`src/hw/rtl/first_fit_bin_packer_assert.svh`:
```
// Assertion macros used by the RTL file ffbp_scan.sv.
// Both sample on the rising edge of clk and are disabled while arst_n is low.
`ifndef FIRST_FIT_BIN_PACKER_ASSERT_SVH
`define FIRST_FIT_BIN_PACKER_ASSERT_SVH
`ifndef NO_ASSERTIONS
`define FFBP_ASSERT_IMP(lbl, ante, cons) \
	lbl: assert property (@(posedge clk) disable iff (!arst_n) (ante) |-> (cons)) \
		else $error("ffbp assertion failed");
`define FFBP_ASSERT_NXT(lbl, ante, cons) \
	lbl: assert property (@(posedge clk) disable iff (!arst_n) (ante) |=> (cons)) \
		else $error("ffbp assertion failed");
`else
`define FFBP_ASSERT_IMP(lbl, ante, cons)
`define FFBP_ASSERT_NXT(lbl, ante, cons)
`endif
`endif

```
`src/hw/rtl/ffbp_pkg.sv`:
```
`timescale 1ns / 1ps
package ffbp_pkg;
	localparam int SZ_W   = 16;
	localparam int IDX_W  = 6;
	localparam int USED_W = 7;

	typedef enum logic [1:0] {
		ST_IDLE,
		ST_SCAN,
		ST_DONE
	} state_t;

	typedef struct packed {
		logic [IDX_W-1:0]  bin_index;
		logic              opened_new;
		logic              oversize;
		logic              no_room;
		logic [USED_W-1:0] bins_used;
	} res_t;
endpackage

```
`src/hw/rtl/ffbp_if.sv`:
```
`timescale 1ns / 1ps
interface ffbp_in_if import ffbp_pkg::*; ();
	logic            valid;
	logic            ready;
	logic [SZ_W-1:0] item_size;
	logic            start_instance;

	modport source (output valid, output item_size, output start_instance, input ready);
	modport sink (input valid, input item_size, input start_instance, output ready);
endinterface

interface ffbp_out_if import ffbp_pkg::*; ();
	logic              valid;
	logic              ready;
	logic [IDX_W-1:0]  bin_index;
	logic              opened_new;
	logic              oversize;
	logic              no_room;
	logic [USED_W-1:0] bins_used;

	modport source (output valid, output bin_index, output opened_new, output oversize,
		output no_room, output bins_used, input ready);
	modport sink (input valid, input bin_index, input opened_new, input oversize,
		input no_room, input bins_used, output ready);
endinterface

```
`src/hw/rtl/ffbp_ram.sv`:
```
`timescale 1ns / 1ps
module ffbp_ram #(
	parameter int WIDTH = 16,
	parameter int DEPTH = 64
) (
	input  logic                     clk,
	input  logic                     we,
	input  logic [$clog2(DEPTH)-1:0] waddr,
	input  logic [WIDTH-1:0]         wdata,
	input  logic                     re,
	input  logic [$clog2(DEPTH)-1:0] raddr,
	output logic [WIDTH-1:0]         rdata
);
	logic [WIDTH-1:0] mem_q [DEPTH];

	always_ff @(posedge clk) begin
		if (we) begin
			mem_q[waddr] <= wdata;
		end
		if (re) begin
			rdata <= mem_q[raddr];
		end
	end
endmodule

```
`src/hw/rtl/ffbp_scan.sv`:
```
`timescale 1ns / 1ps
`include "first_fit_bin_packer_assert.svh"
module ffbp_scan import ffbp_pkg::*; #(
	parameter int MAX_BINS  = 64,
	parameter int SIZE_BITS = 16
) (
	input  logic            clk,
	input  logic            arst_n,
	ffbp_in_if.sink         items,
	input  logic [SZ_W-1:0] cap,
	input  logic            res_taken,
	output logic            res_valid,
	output res_t            res
);
	localparam int FW = (SIZE_BITS < SZ_W) ? SIZE_BITS : SZ_W;
	localparam int AW = $clog2(MAX_BINS);
	localparam int CW = $clog2(MAX_BINS + 1);

	state_t          state_q, state_d;
	logic [FW-1:0]   item_q;
	logic            over_q;
	logic [CW-1:0]   count_q;
	logic [CW-1:0]   rd_ptr_q;
	logic            chk_vld_s1;
	logic [AW-1:0]   chk_ptr_s1;
	res_t            res_q;

	logic            accept;
	logic [FW-1:0]   item_w;
	logic [FW-1:0]   cap_w;
	logic [FW-1:0]   rd_data;
	logic [FW:0]     sum;
	logic            fit;
	logic            chk_last;
	logic            hit;
	logic            miss;
	logic            room;
	logic            issue;
	logic            ram_we;
	logic [AW-1:0]   ram_waddr;
	logic [FW-1:0]   ram_wdata;

	assign item_w   = items.item_size[FW-1:0];
	assign cap_w    = cap[FW-1:0];
	assign accept   = items.valid && items.ready;
	assign sum      = {1'b0, rd_data} + {1'b0, item_q};
	assign fit      = sum <= {1'b0, cap_w};
	assign chk_last = (CW'(chk_ptr_s1) + CW'(1)) == count_q;
	assign hit      = (state_q == ST_SCAN) && chk_vld_s1 && fit;
	assign miss     = (state_q == ST_SCAN) &&
		((count_q == '0) || (chk_vld_s1 && !fit && chk_last));
	assign room     = count_q < CW'(MAX_BINS);
	assign issue    = (state_q == ST_SCAN) && (rd_ptr_q < count_q) && !hit && !miss;

	always_comb begin
		state_d = state_q;
		case (state_q)
			ST_IDLE: begin
				if (accept) begin
					state_d = ST_SCAN;
				end
			end
			ST_SCAN: begin
				if (hit || miss) begin
					state_d = ST_DONE;
				end
			end
			ST_DONE: begin
				if (res_taken) begin
					state_d = ST_IDLE;
				end
			end
			default: begin
				state_d = ST_IDLE;
			end
		endcase
	end

	always_comb begin
		items.ready = (state_q == ST_IDLE);
		res_valid   = (state_q == ST_DONE);
		res         = res_q;
		ram_we      = hit || (miss && room);
		ram_waddr   = hit ? chk_ptr_s1 : count_q[AW-1:0];
		ram_wdata   = hit ? sum[FW-1:0] : item_q;
	end

	always_ff @(posedge clk or negedge arst_n) begin
		if (!arst_n) begin
			state_q    <= ST_IDLE;
			count_q    <= '0;
			rd_ptr_q   <= '0;
			chk_vld_s1 <= 1'b0;
		end else begin
			state_q <= state_d;
			if (accept) begin
				rd_ptr_q   <= '0;
				chk_vld_s1 <= 1'b0;
				if (items.start_instance) begin
					count_q <= '0;
				end
			end else begin
				chk_vld_s1 <= issue;
				if (issue) begin
					rd_ptr_q <= rd_ptr_q + CW'(1);
				end
				if (miss && room) begin
					count_q <= count_q + CW'(1);
				end
			end
		end
	end

	always_ff @(posedge clk) begin
		if (accept) begin
			item_q <= item_w;
			over_q <= item_w > cap_w;
		end
		chk_ptr_s1 <= rd_ptr_q[AW-1:0];
		if (hit) begin
			res_q.bin_index  <= IDX_W'(chk_ptr_s1);
			res_q.opened_new <= 1'b0;
			res_q.oversize   <= over_q;
			res_q.no_room    <= 1'b0;
			res_q.bins_used  <= USED_W'(count_q);
		end else if (miss && room) begin
			res_q.bin_index  <= IDX_W'(count_q);
			res_q.opened_new <= 1'b1;
			res_q.oversize   <= over_q;
			res_q.no_room    <= 1'b0;
			res_q.bins_used  <= USED_W'(count_q + CW'(1));
		end else if (miss) begin
			res_q.bin_index  <= '0;
			res_q.opened_new <= 1'b0;
			res_q.oversize   <= over_q;
			res_q.no_room    <= 1'b1;
			res_q.bins_used  <= USED_W'(count_q);
		end
	end

	ffbp_ram #(
		.WIDTH(FW),
		.DEPTH(MAX_BINS)
	) u_fill_ram (
		.clk  (clk),
		.we   (ram_we),
		.waddr(ram_waddr),
		.wdata(ram_wdata),
		.re   (issue),
		.raddr(rd_ptr_q[AW-1:0]),
		.rdata(rd_data)
	);

	`FFBP_ASSERT_IMP(a_count_max, 1'b1, count_q <= CW'(MAX_BINS))
	`FFBP_ASSERT_IMP(a_ptr_bound, state_q == ST_SCAN, rd_ptr_q <= count_q)
	`FFBP_ASSERT_IMP(a_we_scan, ram_we, state_q == ST_SCAN)
	`FFBP_ASSERT_NXT(a_accept_scan, accept, state_q == ST_SCAN)
	`FFBP_ASSERT_IMP(a_full_closed, res_valid && res_q.no_room,
		!res_q.opened_new && (count_q == CW'(MAX_BINS)))
endmodule

```
`src/hw/rtl/first_fit_bin_packer.sv`:
```
`timescale 1ns / 1ps
// After a transaction is accepted, the open bins are scanned in order until one fits or none is left;
// the scan reads one bin fill per cycle from the fill memory; results pass through the output register.
// One item is worked on at a time; a new transaction waits until the last result is taken by the output register.
// The next item is accepted while the last result waits in the output register.
// Reset clears the open bin count and sets the capacity to 65535; the fill memory is not cleared.
module first_fit_bin_packer import ffbp_pkg::*; #(
	parameter int MAX_BINS  = 64,
	parameter int SIZE_BITS = 16
) (
	input  logic            clk,
	input  logic            arst_n,
	input  logic            cfg_wr_en,
	input  logic [SZ_W-1:0] cfg_wr_data,
	ffbp_in_if.sink         items,
	ffbp_out_if.source      results
);
	logic [SZ_W-1:0] cap_q;
	logic            out_vld_q;
	res_t            out_res_q;
	logic            res_valid;
	logic            res_taken;
	res_t            res;

	assign res_taken = !out_vld_q || results.ready;

	always_ff @(posedge clk or negedge arst_n) begin
		if (!arst_n) begin
			cap_q     <= '1;
			out_vld_q <= 1'b0;
		end else begin
			if (cfg_wr_en) begin
				cap_q <= cfg_wr_data;
			end
			if (res_taken) begin
				out_vld_q <= res_valid;
			end
		end
	end

	always_ff @(posedge clk) begin
		if (res_taken && res_valid) begin
			out_res_q <= res;
		end
	end

	assign results.valid      = out_vld_q;
	assign results.bin_index  = out_res_q.bin_index;
	assign results.opened_new = out_res_q.opened_new;
	assign results.oversize   = out_res_q.oversize;
	assign results.no_room    = out_res_q.no_room;
	assign results.bins_used  = out_res_q.bins_used;

	ffbp_scan #(
		.MAX_BINS (MAX_BINS),
		.SIZE_BITS(SIZE_BITS)
	) u_scan (
		.clk      (clk),
		.arst_n   (arst_n),
		.items    (items),
		.cap      (cap_q),
		.res_taken(res_taken),
		.res_valid(res_valid),
		.res      (res)
	);
endmodule

```
`src/flat_wrapper.sv`:
```
// flat-port wrapper written by rule: the top's interface ports become plain ports
module first_fit_bin_packer_flat import ffbp_pkg::*;
#(
	parameter int MAX_BINS  = 64,
	parameter int SIZE_BITS = 16
)
  (clk, arst_n, cfg_wr_en, cfg_wr_data, items_valid, items_item_size, items_start_instance, items_ready, results_valid, results_bin_index, results_opened_new, results_oversize, results_no_room, results_bins_used, results_ready);
  ffbp_in_if items_i ();
  ffbp_out_if results_i ();
  input  logic clk;
  input  logic arst_n;
  input  logic cfg_wr_en;
  input  logic [SZ_W-1:0] cfg_wr_data;
  input wire logic [$bits(items_i.valid)-1:0] items_valid;
  input wire logic [$bits(items_i.item_size)-1:0] items_item_size;
  input wire logic [$bits(items_i.start_instance)-1:0] items_start_instance;
  output wire logic [$bits(items_i.ready)-1:0] items_ready;
  output wire logic [$bits(results_i.valid)-1:0] results_valid;
  output wire logic [$bits(results_i.bin_index)-1:0] results_bin_index;
  output wire logic [$bits(results_i.opened_new)-1:0] results_opened_new;
  output wire logic [$bits(results_i.oversize)-1:0] results_oversize;
  output wire logic [$bits(results_i.no_room)-1:0] results_no_room;
  output wire logic [$bits(results_i.bins_used)-1:0] results_bins_used;
  input wire logic [$bits(results_i.ready)-1:0] results_ready;
  assign items_i.valid = items_valid;
  assign items_i.item_size = items_item_size;
  assign items_i.start_instance = items_start_instance;
  assign items_ready = items_i.ready;
  assign results_valid = results_i.valid;
  assign results_bin_index = results_i.bin_index;
  assign results_opened_new = results_i.opened_new;
  assign results_oversize = results_i.oversize;
  assign results_no_room = results_i.no_room;
  assign results_bins_used = results_i.bins_used;
  assign results_i.ready = results_ready;
  first_fit_bin_packer #(.MAX_BINS(MAX_BINS), .SIZE_BITS(SIZE_BITS)) u_core (.clk(clk), .arst_n(arst_n), .cfg_wr_en(cfg_wr_en), .cfg_wr_data(cfg_wr_data), .items(items_i), .results(results_i));
endmodule
```
`config.mk`:
```
export PLATFORM = sky130hd
export DESIGN_NAME = first_fit_bin_packer_flat
export DESIGN_NICKNAME = d
export VERILOG_FILES = /design/src/hw/rtl/ffbp_pkg.sv /design/src/hw/rtl/ffbp_if.sv /design/src/hw/rtl/ffbp_ram.sv /design/src/hw/rtl/ffbp_scan.sv /design/src/hw/rtl/first_fit_bin_packer.sv /design/src/flat_wrapper.sv
export VERILOG_INCLUDE_DIRS = /design/src /design/src/hw/rtl
export SDC_FILE = /design/constraint.sdc
export NUM_CORES = 1
export LEC_CHECK = 0
export ABC_CLOCK_PERIOD_IN_PS = 6700
export BUFFER_PORTS_ARGS = -buffer_cell sky130_fd_sc_hd__buf_4
export CELL_PAD_IN_SITES_DETAIL_PLACEMENT = 1
export CELL_PAD_IN_SITES_GLOBAL_PLACEMENT = 1
export CORE_ASPECT_RATIO = 1.25
export CORE_MARGIN = 8
export CORE_UTILIZATION = 58
export CTS_BUF_LIST = sky130_fd_sc_hd__clkbuf_4 sky130_fd_sc_hd__clkbuf_8
export DETAILED_ROUTE_END_ITERATION = 7
export PLACE_DENSITY_LB_ADDON = 0.1
export SYNTH_ARGS = -nofsm -noshare
export SYNTH_HDL_FRONTEND = slang
export SYNTH_SLANG_ARGS = --single-unit
```
`constraint.sdc`:
```
create_clock -name clk -period 6.7 [get_ports clk]
set_clock_uncertainty 0.05 [all_clocks]
set_input_delay 0.67 -clock clk [delete_from_list [all_inputs] [get_ports clk]]
set_output_delay 0.67 -clock clk [all_outputs]
set_load 0.1 [all_outputs]
```
# Word-level counts from Yosys, hierarchy flattened
# Memory sizes are Yosys's and may differ from the RTL's. A register that Yosys moved wholly into a read port is not among the register bits.
# Index checks and enable logic that the tools add are counted.
# classes
n_addsub	4
order_cmp	4
eq_ne	7
mux	17
n_reduce_logical	28
# ops
op	count
$mux W16	4
$mux W7	5
$add A16 B16 Y17	1
$le A17 B16 Y1	1
$gt A16 B16 Y1	1
$add A7 B1 Y7 const B	2
$logic_and A1 B1 Y1	11
$add A6 B1 Y7 const B	1
$eq A7 B7 Y1	1
$logic_not A7 Y1	1
$lt A7 B7 Y1	1
$lt A7 B7 Y1 const B	1
$mux W2	3
$mux W6	1
$pmux W2 S3	1
$reduce_bool A2 Y1	3
$logic_not A1 Y1	4
$logic_or A1 B1 Y1	4
$ne A2 B1 Y1 const B	2
$ne A2 B2 Y1 const B	2
$mux W1	3
$reduce_and A3 Y1	1
$reduce_bool A3 Y1	1
$eq A2 B1 Y1 const B	1
other kinds (4)	4
# word_totals
reg_bits	89
ram_bits	1024
output_inout_bits	18
elab_cells	80
mem_count	1
# mem_list
name	words	word_bits	read_ports	rd_ports_with_merged_regs	wr	line_no	source
u_core.u_scan.u_fill_ram.mem_q	64	16	1	1	1	ffbp_ram.sv:14	logic [WIDTH-1:0] mem_q [DEPTH];

# Depth between registers and ports, before layout
# logic_depth
word_depth	11
ltp_mapped	19

# Cells and area by module
# From an unflattened synthesis, not the netlist that was laid out.
# unflattened
hier_cells	2341
area_unflattened_um2	45740.1
# modules_own_cells
mod	instances	cells_each	area_each_um2	seq_area_each_um2
ffbp_ram	1	1829	40202.3	31230.0
ffbp_scan	1	458	4344.2	1516.5
first_fit_bin_packer	1	54	1193.6	925.9

# Worst setup path after synthesis
# OpenSTA, ideal clock, no wires.
# synth_path
path_type	reg-to-reg
startpoint	reg u_core.u_scan.item_q[1]
endpoint	mem u_core.u_scan.u_fill_ram.mem_q[25][0], enable pin
arrival_time_ns	5.228
path_slack_ns	1.012
path_stages_with_launch	19
n_path_buf	1
period_less_slack_ns	5.688
path_cell_list	edfxtp_1 ha_1 a211oi_1 nor2_1 o221a_2 o31ai_1 o21a_1 o21ai_0 xor2_1 ha_1 nand4_1 or2_1 nor3_1 nand3b_1 a221oi_4 and4b_1 a41oi_2 buf_6 nor3_1
# synth_between
elab_chain_cells	11
word_cells_on_any_way	13
classes_between	add/sub: 1; order compare: 1; mux: 3; reduce/logical: 8
# synth_lines
element	line_no	source
start, declared	ffbp_scan.sv:20	logic [FW-1:0] item_q;
start signal, assigned	ffbp_scan.sv:116	item_q <= item_w;
$add A16 B16 Y17 *	ffbp_scan.sv:46	assign sum = {1'b0, rd_data} + {1'b0, item_q};
$le A17 B16 Y1 *	ffbp_scan.sv:47	assign fit = sum <= {1'b0, cap_w};
$logic_not A1 Y1	ffbp_scan.sv:51	((count_q == '0) || (chk_vld_s1 && !fit && chk_last));
$logic_and A1 B1 Y1 (2 in series)	ffbp_scan.sv:51	
$logic_or A1 B1 Y1	ffbp_scan.sv:51	
$logic_and A1 B1 Y1	ffbp_scan.sv:50	assign miss = (state_q == ST_SCAN) &&
$logic_and A1 B1 Y1	ffbp_scan.sv:83	ram_we = hit || (miss && room);
$logic_or A1 B1 Y1	ffbp_scan.sv:83	
$mux W1	ffbp_ram.sv:17	if (we) begin
$mux W1 (not written as such)	ffbp_ram.sv:18	mem_q[waddr] <= wdata;
end, declared	ffbp_ram.sv:14	
# Every way passes the cells marked *; elsewhere a longest branch is shown, timed or not.

# Worst setup path in the final report
# layout_path
startpoint	reg u_core.u_scan.item_q[1]
endpoint	mem u_core.u_scan.u_fill_ram.mem_q[28][0], enable pin
# The elaborated chain is that of the path after synthesis.

==> metrics.md <==
| Metric | Value |
|---|---|
| Crit-path max cell delay | `0.75 ns` |
| Peak supply drop | `241 uV` |
| Period minus WS final | `6.24 ns` |
| Slew Viols, Final | `0` |
| Worst Hold Path EP | `u_core.cap_q[10]` |
| Critical Path End Type | `flop` |
| Sequential fraction of the synthesis area | `0.743` |
| Initial core utilization | `0.586` |
| Initial antenna violation count | `5` |
| Final Cell Area | `51400 sq um` |
| Total routed wirelength | `113 mm` |
| Area delta synth->final | `13.3%` |
| Storage element area | `33700 sq um` |
| IO buf count | `55` |
| DRT antenna net count | `0` |
| Capturing point of the worst reg2reg path | `u_core.u_scan.u_fill_ram.mem_q[28][0]` |
| CTS Root Cell | `clkbuf_8` |
| Hold WS | `0.0800 ns` |
| Worst rel slew slack | `0.170` |
| Pre-CTS WS | `0.385 ns` |
| Placed cell areas | `47800 sq um` |
| P per Cell Area | `360 nW/um^2` |
| Critical path peak fanout | `11` |
| Avg Cell Area, Syn | `21.8 sq um` |
| Fmax | `0.160 GHz` |
| Commonest cells after routing, fill and taps aside | `1087 x edfxtp_1, 336 x mux4_2, 170 x clkbuf_8, 161 x buf_4, 63 x nor3_2` |
| Setup bufs post-CTS | `0` |
| Final Cycle Share | `0.931` |
| RR Startpoint | `u_core.u_scan.item_q[1]` |
| Hold path cells | `3` |
| Number of buffers created by CTS | `169` |
| Final Hold Viols | `0` |
| Clock-pin slew of the registers on the worst-case setup and hold paths | `0.06 ns` |
| Die H | `329 um` |
| Full die area | `87400 sq um` |
| Router iterations before antenna repair | `5` |
| Die width | `266 um` |
| Area of the multi-input gates | `11300 sq um` |
| Number of max-cap violations | `0` |
| Syn_nets | `2177` |
| Core area | `77300 sq um` |
| Hold Path Class | `in -> reg` |
| Final setup fails | `0` |
| Post-synth EDFFs | `1087` |
| Type of origin of the critical path | `flop` |
| Cell leakage power | `16.2 nW` |
| Vias in the first global route | `24100` |
| Gate Count Post-Synth | `2080` |
| Worst Path Required | `7.18 ns` |
| Synth Warn # | `0` |
| Iter 0 DRT Violations | `2224` |
| Global-route wire length before repair | `166 mm` |
| Fill count | `6208` |
| Fin cells | `3522` |
| CTS Buffer Depth | `3` |
| Total number of vias | `22600` |
| DRC | `0` |
| Vias/cell | `6.42` |
| # IOs | `56` |
| Outcome | `finished clean` |
| DR WL/cell | `32.0 um` |
| FP Rows | `114` |
| CP arrival | `6.72 ns` |
| Worst hold path startpoint | `cfg_wr_data[10]` |
| Synth Flop Type | `edfxtp_1` |
| Cell variety after synth | `69` |
| Commonest non-fill, non-tap cell in the layout | `edfxtp_1` |
| Yosys reg bits | `1129` |
| H-tree depth | `4` |
| CTS tree | `done` |
| All-layer global routing usage | `0.263` |
| FF-to-FF setup slack | `0.46 ns` |
| Synthesized area | `45300 sq um` |
| Worst Tran Pin Value | `1.24 ns` |
| R2R depth | `18` |
| Final setup TNS | `0 ns` |
| Setup CP Type | `reg -> reg` |
| Worst-path cell chain | `ha_1, a211oi_1, nor2_1, o221a_2, o31ai_1, o21a_1, o21ai_0, xor2_1, ha_1, nand4_1, or2_1, nor3_1, nand3b_1, a221oi_4, buf_4, a41oi_2, nor3_2, buf_4` |
| Largest net degree at the start of global routing | `115` |
| Ys async rst share | `0.0301` |
| # placed instances | `3183` |
| Crit-path slowest cell | `nor3_2` |
| Setup ws final | `0.465 ns` |
| Gpl congestion | `0.844` |
| Clk Latency, worst-skew pair | `0.86 ns` |
| Nets@finish | `2443` |
| Grt total ovfl | `0` |
| Quantity of gates resized following cts | `0` |
| CTS Sinks | `1129` |
| DP HPWL | `71.4 mm` |
| Layout cells sized above 1 | `0.360` |
-- flip-flops by register name (all words and copies together) (netlist names), 2 cells and up --
name	cells
u_core.cap_q	16
u_core.results.bin_index	6
u_core.results.bins_used	7
u_core.u_scan.chk_ptr_s1	6
u_core.u_scan.count_q	7
u_core.u_scan.item_q	16
u_core.u_scan.rd_ptr_q	7
u_core.u_scan.res	16
u_core.u_scan.state_q	2
u_core.u_scan.u_fill_ram.mem_q	1024
u_core.u_scan.u_fill_ram.rdata	16
-- layer usage --
metal  global-route usage  vias up  wire length (um)
met5                    0        -                21
met1                0.353    12200             44200
met4               0.0783        4              2820
li1                     -     9350                 -
met3               0.0528      160              7790
met2                0.439      922             57800
-- timing repair --
action,in CTS,in global routing
setup endpoints to repair,0,1
endpoints found under the hold margin,50,0
hold buffers,33,0
-- cells in the mapped netlist, types with 3 or more instances --
master	n	area, sq um
edfxtp_1	1087	32600
mux4_2	336	7570
nor3_1	73	365
clkbuf_1	60	225
ha_1	58	726
nand2_1	45	169
inv_1	40	150
o21ai_0	30	150
buf_2	29	145
nor2_1	23	86.3
a21oi_1	22	110
mux2_2	20	225
nand3_1	20	100
dfrtp_1	18	450
dfstp_2	16	420
xnor2_1	13	114
a21o_1	12	90.1
o211ai_1	11	82.6
a31oi_1	9	56.3
buf_6	9	101
nor2b_1	9	56.3
o21a_1	9	67.6
dfxtp_1	8	160
mux2i_1	8	80.1
xor2_1	8	70.1
a22o_1	7	61.3
nand4_1	7	43.8
o31ai_1	7	52.6
buf_1	6	22.5
nor4_1	6	37.5
a41oi_2	5	81.3
nand2b_1	5	31.3
a211oi_1	4	30.0
and2_1	4	25.0
and3_1	4	25.0
buf_4	4	30.0
nor3_2	4	40.0
or3_1	4	25.0
a31oi_2	3	37.5
nand3b_1	3	22.5
-- power by group --
| part | switching [mW] | leakage (nW) | total, mW | internal, mW |
|---|---|---|---|---|
| registers | 0.216 | 10.3 | 8.61 | 8.40 |
| clock network | 2.64 | 1.70 | 5.40 | 2.76 |
| logic | 2.83 | 4.25 | 4.49 | 1.66 |
-- logic make-up (layout without fill, tap and decap cells) --
| family | Yosys count | in the layout | share of synthesized area |
|---|---|---|---|
| AOI/OAI and AO/OA | 146 | 146 | 0.0245 |
| DFF | 1129 | 1129 | 0.743 |
| buffers and inverters | 149 | 544 | 0.0150 |
| and+or+nand+nor | 212 | 212 | 0.0235 |
| other | 0 | 3 | 0 |
| adders and majority gates | 59 | 59 | 0.0165 |
| xor gates and xnor gates | 21 | 21 | 0.00406 |
| muxes | 364 | 364 | 0.174 |
-- worst max-delay path by stage --
stage                                  startpoint                                     to
after global placement    u_core.u_scan.item_q[1]  u_core.u_scan.u_fill_ram.mem_q[5][12]
after detailed placement  u_core.u_scan.item_q[1]  u_core.u_scan.u_fill_ram.mem_q[5][11]
final                     u_core.u_scan.item_q[1]  u_core.u_scan.u_fill_ram.mem_q[28][0]
after CTS                 u_core.u_scan.item_q[1]   u_core.u_scan.u_fill_ram.mem_q[5][0]
after global routing      u_core.u_scan.item_q[1]  u_core.u_scan.u_fill_ram.mem_q[28][0]
after floorplan           u_core.u_scan.item_q[1]  u_core.u_scan.u_fill_ram.mem_q[25][0]
-- metrics by stage --
stage,total power [mW],util
after floorplan,11.6,-
after global placement,13.1,0.618
after detailed placement,13.2,0.618
after CTS,18.7,0.664
after global routing,19.2,0.664
final,18.5,0.665
-- critical path, delay by kind of cell (launching register included) --
kind | cells | cell delay, ns
AOI/OAI and AO/OA | 7 | 2.23
xor gates and xnor gates | 1 | 0.17
adders and majority gates | 2 | 0.68
buffers and inverters | 2 | 0.58
DFF | 1 | 0.44
and+or+nand+nor | 6 | 1.77
-- layout make-up --
type,count,share of cell area
tap,1044,0.0254
timing repair buffer,203,0.0330
multi-input combinational,802,0.220
clock inverter,84,0.0106
clock buffer,216,0.0521
antenna,3,0.000146
sequential,1129,0.656
inverter,41,0.00300
Note: power is estimated with default switching activity, not from simulation.
